--- src/rtl/dbr_pkg.sv ---
// ----------------------------------------------------------------------------
// dbr_pkg
// Shared types and constants for the button debounce and report scheduler.
// ----------------------------------------------------------------------------
package dbr_pkg;

	// Fixed field widths.
	localparam int unsigned TIME_W = 32;
	localparam int unsigned CFG_W = 16;
	localparam int unsigned PIN_W = 8;
	localparam int unsigned IDX_W = 2;

	// Configuration register indexes.
	localparam logic [IDX_W-1:0] REG_DEBOUNCE = 2'd0;
	localparam logic [IDX_W-1:0] REG_RESEND = 2'd1;
	localparam logic [IDX_W-1:0] REG_BLINK = 2'd2;

	// Reset values of the configuration registers.
	localparam logic [CFG_W-1:0] DEBOUNCE_RST = 16'd50;
	localparam logic [CFG_W-1:0] RESEND_RST = 16'd100;
	localparam logic [CFG_W-1:0] BLINK_RST = 16'd500;

	// Configuration register set.
	typedef struct packed {
		logic [CFG_W-1:0] debounce_ms;
		logic [CFG_W-1:0] resend_ms;
		logic [CFG_W-1:0] blink_ms;
	} dbr_cfg_t;

	// Per-button result of one sample.
	typedef struct packed {
		logic debounced;
		logic changed;
	} dbr_chan_t;

	// Scheduler result of one sample.
	typedef struct packed {
		logic send;
		logic led;
	} dbr_sched_t;

endpackage

--- src/rtl/dbr_channel.sv ---
// ----------------------------------------------------------------------------
// dbr_channel
// Debouncer for one button: previous raw reading, change stamp and debounced
// state, updated once per accepted sample.
// ----------------------------------------------------------------------------
module dbr_channel (
	input  logic                         clk,
	input  logic                         arst_n,
	input  logic                         en,
	input  logic [dbr_pkg::TIME_W-1:0]   now_ms,
	input  logic                         reading,
	input  logic [dbr_pkg::CFG_W-1:0]    debounce_ms,
	output dbr_pkg::dbr_chan_t           status
);
	import dbr_pkg::*;

	logic              prev_q;
	logic              state_q;
	logic [TIME_W-1:0] stamp_q;
	logic [TIME_W-1:0] elapsed;
	logic              stable;

	// A fresh edge is never stable, as the stamp restarts on it; otherwise compare
	// the time elapsed since the stored stamp against the delay.
	always_comb begin
		elapsed = now_ms - stamp_q;
		stable = (reading == prev_q) && (elapsed > {{(TIME_W-CFG_W){1'b0}}, debounce_ms});
		status.changed = stable && (reading != state_q);
		status.debounced = stable ? reading : state_q;
	end

	// State update on each processed sample.
	always_ff @(posedge clk or negedge arst_n) begin
		if (!arst_n) begin
			prev_q <= 1'b0;
			state_q <= 1'b0;
			stamp_q <= '0;
		end else if (en) begin
			prev_q <= reading;
			state_q <= status.debounced;
			if (reading != prev_q) begin
				stamp_q <= now_ms;
			end
		end
	end

endmodule

--- src/rtl/dbr_sched.sv ---
// ----------------------------------------------------------------------------
// dbr_sched
// Report scheduling and power LED blinking, both driven by elapsed time
// since their last event.
// ----------------------------------------------------------------------------
module dbr_sched (
	input  logic                         clk,
	input  logic                         arst_n,
	input  logic                         en,
	input  logic [dbr_pkg::TIME_W-1:0]   now_ms,
	input  logic                         changed_any,
	input  logic                         held_any,
	input  dbr_pkg::dbr_cfg_t            cfg,
	output dbr_pkg::dbr_sched_t          result
);
	import dbr_pkg::*;

	logic [TIME_W-1:0] report_stamp_q;
	logic [TIME_W-1:0] toggle_stamp_q;
	logic              led_q;
	logic              toggle;
	logic              periodic;

	// Blink toggle and periodic resend decisions.
	always_comb begin
		toggle = (now_ms - toggle_stamp_q) >= {{(TIME_W-CFG_W){1'b0}}, cfg.blink_ms};
		periodic = held_any &&
			((now_ms - report_stamp_q) >= {{(TIME_W-CFG_W){1'b0}}, cfg.resend_ms});
		result.send = changed_any || periodic;
		result.led = led_q ^ toggle;
	end

	// Timing state.
	always_ff @(posedge clk or negedge arst_n) begin
		if (!arst_n) begin
			report_stamp_q <= '0;
			toggle_stamp_q <= '0;
			led_q <= 1'b0;
		end else if (en) begin
			led_q <= result.led;
			if (toggle) begin
				toggle_stamp_q <= now_ms;
			end
			if (result.send) begin
				report_stamp_q <= now_ms;
			end
		end
	end

endmodule

--- src/rtl/button_debounce_report_scheduler_unit.sv ---
// ----------------------------------------------------------------------------
// button_debounce_report_scheduler_unit
// Eight-channel timestamp debouncer with report scheduling and status LEDs.
// ----------------------------------------------------------------------------
// Each item is one sample (millisecond timestamp and active-low pin levels)
// and yields exactly one result item: report flag, debounced pressed mask,
// power LED level and busy LED. A sample is registered on acceptance, then
// evaluated from the input register by the per-button comparators and the
// report scheduler, whose outputs land in the result register once it is
// free. One item is taken every cycle while the result channel does not
// stall. The result register and the input register form two stages, so
// one more sample is still taken while a result waits under stall; once
// both stages are full, the input stall follows the output stall in the
// same cycle. Buttons at or above BUTTON_COUNT are ignored and read as
// released. Configuration writes are always ready; unknown indexes are
// ignored.
// ----------------------------------------------------------------------------
module button_debounce_report_scheduler_unit #(
	parameter int unsigned BUTTON_COUNT = 8
) (
	input  logic                         clk,
	input  logic                         arst_n,
	// Sample channel.
	input  logic                         in_valid,
	output logic                         in_stall,
	input  logic [dbr_pkg::TIME_W-1:0]   now_ms,
	input  logic [dbr_pkg::PIN_W-1:0]    pin_levels,
	// Result channel.
	output logic                         out_valid,
	input  logic                         out_stall,
	output logic                         report_valid,
	output logic [dbr_pkg::PIN_W-1:0]    report_mask,
	output logic                         power_led,
	output logic                         busy_led,
	// Configuration write channel.
	input  logic                         cfg_valid,
	output logic                         cfg_ready,
	input  logic [dbr_pkg::IDX_W-1:0]    cfg_index,
	input  logic [dbr_pkg::CFG_W-1:0]    cfg_data
);
	import dbr_pkg::*;

	dbr_cfg_t          cfg_q;
	logic              valid_s1;
	logic [TIME_W-1:0] now_s1;
	logic [PIN_W-1:0]  pins_s1;
	logic              advance;
	logic [PIN_W-1:0]  mask_next;
	logic [PIN_W-1:0]  chg_vec;
	dbr_sched_t        sched;
	logic              out_valid_q;
	logic              report_q;
	logic [PIN_W-1:0]  mask_q;
	logic              power_q;
	logic              busy_q;

	// Configuration registers.
	assign cfg_ready = 1'b1;
	always_ff @(posedge clk or negedge arst_n) begin
		if (!arst_n) begin
			cfg_q.debounce_ms <= DEBOUNCE_RST;
			cfg_q.resend_ms <= RESEND_RST;
			cfg_q.blink_ms <= BLINK_RST;
		end else if (cfg_valid && cfg_ready) begin
			case (cfg_index)
				REG_DEBOUNCE: cfg_q.debounce_ms <= cfg_data;
				REG_RESEND: cfg_q.resend_ms <= cfg_data;
				REG_BLINK: cfg_q.blink_ms <= cfg_data;
				default: ;
			endcase
		end
	end

	// Handshake: the evaluate stage advances when the result register is free.
	assign advance = valid_s1 && (!out_valid_q || !out_stall);
	assign in_stall = valid_s1 && !advance;

	// Input register.
	always_ff @(posedge clk or negedge arst_n) begin
		if (!arst_n) begin
			valid_s1 <= 1'b0;
		end else if (!in_stall) begin
			valid_s1 <= in_valid;
		end
	end

	always_ff @(posedge clk) begin
		if (in_valid && !in_stall) begin
			now_s1 <= now_ms;
			pins_s1 <= pin_levels;
		end
	end

	// Per-button debouncers.
	for (genvar i = 0; i < PIN_W; i++) begin : g_btn
		if (i < BUTTON_COUNT) begin : g_used
			dbr_chan_t st;
			dbr_channel u_chan (
				.clk         (clk),
				.arst_n      (arst_n),
				.en          (advance),
				.now_ms      (now_s1),
				.reading     (~pins_s1[i]),
				.debounce_ms (cfg_q.debounce_ms),
				.status      (st)
			);
			assign mask_next[i] = st.debounced;
			assign chg_vec[i] = st.changed;
		end else begin : g_unused
			assign mask_next[i] = 1'b0;
			assign chg_vec[i] = 1'b0;
		end
	end

	// Report and LED scheduling.
	dbr_sched u_sched (
		.clk         (clk),
		.arst_n      (arst_n),
		.en          (advance),
		.now_ms      (now_s1),
		.changed_any (|chg_vec),
		.held_any    (|mask_next),
		.cfg         (cfg_q),
		.result      (sched)
	);

	// Result register.
	always_ff @(posedge clk or negedge arst_n) begin
		if (!arst_n) begin
			out_valid_q <= 1'b0;
		end else if (advance) begin
			out_valid_q <= 1'b1;
		end else if (!out_stall) begin
			out_valid_q <= 1'b0;
		end
	end

	always_ff @(posedge clk) begin
		if (advance) begin
			report_q <= sched.send;
			mask_q <= mask_next;
			power_q <= sched.led;
			busy_q <= |mask_next;
		end
	end

	assign out_valid = out_valid_q;
	assign report_valid = report_q;
	assign report_mask = mask_q;
	assign power_led = power_q;
	assign busy_led = busy_q;

endmodule

--- config.mk ---
export PLATFORM = sky130hd
export DESIGN_NAME = button_debounce_report_scheduler_unit
export DESIGN_NICKNAME = d
export VERILOG_FILES = /design/src/rtl/dbr_pkg.sv /design/src/rtl/dbr_channel.sv /design/src/rtl/dbr_sched.sv /design/src/rtl/button_debounce_report_scheduler_unit.sv
export SDC_FILE = /design/constraint.sdc
export NUM_CORES = 2
export LEC_CHECK = 0
export ABC_CLOCK_PERIOD_IN_PS = 10900
export BUFFER_PORTS_ARGS = -buffer_cell sky130_fd_sc_hd__buf_2
export CORE_UTILIZATION = 65
export DETAILED_ROUTE_END_ITERATION = 6
export HOLD_SLACK_MARGIN = 0.02
export PLACE_DENSITY = 0.82
export SLEW_MARGIN = 15
export SYNTH_ARGS = -nofsm -noshare
export SYNTH_HDL_FRONTEND = slang
export SYNTH_SLANG_ARGS = --single-unit
export TNS_END_PERCENT = 100
--- constraint.sdc ---
create_clock -name clk -period 10.9 [get_ports clk]
set_clock_uncertainty 0.05 [all_clocks]
set_input_delay 2.18 -clock clk [delete_from_list [all_inputs] [get_ports clk]]
set_output_delay 2.18 -clock clk [all_outputs]
set_load 0.02 [all_outputs]
==> impl_metrics.tcl <==
set metrics [dict create \
    syn2layout_area_growth_pct 7.25 \
    cp_max_fo 32 \
    synth_seq_cells 438 \
    final_nets 5221 \
    num_io_pins 77 \
    cts_tree "yes" \
    fp.dieW_um 251 \
    pre_cts_ws_ns 3.63 \
    dieArea_mm2 0.0628 \
    synth_cells 4679 \
    dr.pass1.iters 6 \
    clk_pin_slew_ns 0.06 \
    rsz0062_at_grt "no" \
    status "finished clean" \
    fp.dieH_um 251 \
    synth_simple_gate_area_frac 0.149 \
    synth.top_cell.area_share 0.234 \
    avgSynthCellArea_um2 8.59 \
    max_freq_ghz 0.132 \
    yosysMostFrequentCell "ha_1" \
    drc 0 \
    ctsHoldBuffers 0 \
    n_fill_cell 4870 \
    first_global_vias 34500 \
    coreArea_mm2 0.0607 \
    ys_seq_area_frac 0.280 \
    antenna_left 0 \
    synth_xor_area_frac 0.0443 \
    synth.distinct_cells 100 \
    routed_via_density 6.57 \
    regToRegSetupSlack_ns 3.30 \
    vias 36200 \
    hold_class "register to register" \
    cts_resized 0 \
    netlist_area_mm2 0.0402 \
    cp-start-kind "register" \
    grt_pass1_wl_um 188000 \
    final_hold_viol_count 0 \
    holdWs_ns 0.437 \
    r2r_end "u_sched.report_stamp_q[3]" \
    synth_edf_count 51 \
    totalWireLength_um 119000 \
    final_cell_count_no_fill 5505 \
    synth_area_leaders "dfrtp_1, ha_1, mux2_2, a21oi_1, inv_1" \
    critPathArrivalTime_ns 8.07 \
    grt_use_total 0.379 \
    synthMuxAreaShare 0.0962 \
    htree_levels 2 \
    portBuffers 75 \
    report.final.slew_viol_count 0 \
    tightest_slew_ns 1.08 \
    drt_iter0_drc 3067 \
    end_kind "register" \
    synthesis.nets 5222 \
    synth_commonest_cells "ha_1, inv_1, a21oi_1" \
    grt_remaining_overflow 0 \
    cts_max_path_buffers 3 \
    fin_crit_ns 7.60 \
    grt_max_degree 146 \
    synth_ff_type "dfrtp_1" \
    root_buffer "clkbuf_16" \
    synth_top_area_cell "dfrtp_1" \
    cts_sinks 438 \
    antenna_found_initial 5 \
    cap_violations 0 \
    core.rowCount 90 \
    power_leakage_uw 0.0197 \
    regArea_mm2 0.0112 \
    setup_viol 0 \
    hpwl_um 85000 \
    placed_cells 5406 \
    wire_per_inst_um 21.7 \
    placed_area_mm2 0.0412 \
    numCtsBuffers 52 \
    ys_warn_count 0 \
    maxSlewHeadroom 0.263 \
    stdcell_area_mm2 0.0431 \
    startpoint "now_s1[0]" \
    final.setup.tns_ns 0 \
    place.gp.congestion 1.01 \
    cts_setup_buffers 0 \
    multi_input_area_mm2 0.0264 \
    crit_end "u_sched.report_stamp_q[3]" \
    power.density_mw_per_mm2 249 \
    setup_ws_ns 3.30 \
    ir_drop_v 0.000178 \
    start_util 0.662 \
    yosys.area_share.adder 0.151 \
    synth_compound_area_frac 0.215 \
    clock_latency_ns 0.63 \
    fin_crit_sh 0.697 \
    r2r_start "now_s1[0]" \
    drive_above_1_share 0.129 \
    synth_top_family_by_area "compound AO/OA/AOI/OAI gates" \
    synthArstFlopShare 0.884 \
    r2r_cells 25 \
    critPathRequiredTime_ns 11.36 \
    crit_type "register to register" \
]
routing by layer:
layer,global-route usage,up-vias,share of wire
li1,-,17100,-
met1,0.489,17300,0.41
met2,0.602,1366,0.44
met3,0.0656,381,0.081
met4,0.215,6,0.064
met5,0,-,0.00036
through the flow:
| step | utilization | power (µW) |
|---|---|---|
| 2_1_floorplan | - | 7180 |
| 3_3_place_gp | 0.679 | 8490 |
| 3_5_place_dp | 0.679 | 8650 |
| 4_1_cts | 0.710 | 10600 |
| 5_1_grt | 0.710 | 11600 |
| 6_report | 0.710 | 10700 |
cell type report:
class | count | area share
diodes | 1 | 0.0000581
clock inverters | 36 | 0.0101
multi-input cells | 3581 | 0.612
flip-flops and latches | 438 | 0.261
inverters | 468 | 0.0408
repair buffers | 137 | 0.0200
well taps | 782 | 0.0227
clock buffers | 62 | 0.0335
worst min path at each step:
| stage | start | to | slack (ns) | depth (start not counted) |
|---|---|---|---|---|
| 4_1_cts | g_btn[5].g_used.u_chan.stamp_q[0] | g_btn[5].g_used.u_chan.stamp_q[0] | 0.44 | 2 |
| 6_report | g_btn[5].g_used.u_chan.stamp_q[0] | g_btn[5].g_used.u_chan.stamp_q[0] | 0.44 | 2 |
| 2_1_floorplan | g_btn[1].g_used.u_chan.stamp_q[0] | g_btn[1].g_used.u_chan.stamp_q[0] | 0.40 | 2 |
| 3_5_place_dp | g_btn[5].g_used.u_chan.stamp_q[0] | g_btn[5].g_used.u_chan.stamp_q[0] | 0.42 | 2 |
| 5_1_grt | g_btn[5].g_used.u_chan.stamp_q[4] | g_btn[5].g_used.u_chan.stamp_q[4] | 0.46 | 1 |
| 3_3_place_gp | g_btn[3].g_used.u_chan.stamp_q[0] | g_btn[3].g_used.u_chan.stamp_q[0] | 0.42 | 2 |
flip-flops by register name, summed over array words and instances, names as in the netlist, 8 cells and up:
name                         flops
u_sched.toggle_stamp_q          32
g_btn.g_used.u_chan.stamp_q    256
u_sched.report_stamp_q          32
report_mask                      8
now_s1                          32
pins_s1                          8
cfg_q                           48
g_btn.g_used.u_chan.prev_q       8
g_btn.g_used.u_chan.state_q      8
placed cells by master, fill, tap and decap left out, drive strengths merged, types with 20 or more instances in the layout:
cell     count
mux2       315
o31ai       26
nand3      146
nor2       255
nand2      346
a31oi       35
o2111ai     22
dfrtp      375
nand4      117
nor3        69
nor2b       42
nand2b      52
xnor2      127
a211oi      45
xor2        76
a21oi      408
o21a        74
a21o        96
buf        137
o21ai      298
and3        34
a2111oi     21
inv        473
clkbuf      62
a221oi      23
o211ai      58
a21boi      20
o21bai      25
nor4        31
edfxtp      51
or3         27
mux2i       21
and2        34
a211o       20
ha         470
logic make-up (layout without fill, tap and decap cells):
group	after synthesis	after routing
and+or+nand+nor	1221	1221
buffers and inverters	660	703
xor gates and xnor gates	203	203
DFF	438	438
adders and majority gates	480	480
other	1	2
AOI/OAI and AO/OA	1340	1340
muxes	336	336
worst max-delay path, cell delays in order, from the launching register on:
cell,delay (ns)
edfxtp_1,0.36
inv_1,0.21
buf_4,0.26
ha_1,0.23
fa_1,0.45
nand2b_1,0.20
a2111oi_0,0.93
or2_2,0.25
a211o_1,0.15
xor2_1,0.17
ha_1,0.25
nand4_1,0.13
nor2_1,0.08
o2bb2ai_1,0.12
a311oi_1,0.24
a31oi_1,0.13
a2111oi_0,0.47
nand4_1,0.18
nor4_1,0.38
nand3_1,0.19
a22oi_1,0.47
nand4b_1,0.30
nor3_1,0.44
a21oi_4,0.08
buf_4,0.32
mux2_4,0.38
power breakdown:
part / internal [µW] / total (µW) / switching [µW]
registers: 2090 / 2330 / 236
clock network: 1120 / 1910 / 787
logic: 2660 / 6480 / 3830
total: 5870 / 10700 / 4850
Power figures use the tool's default switching activity.
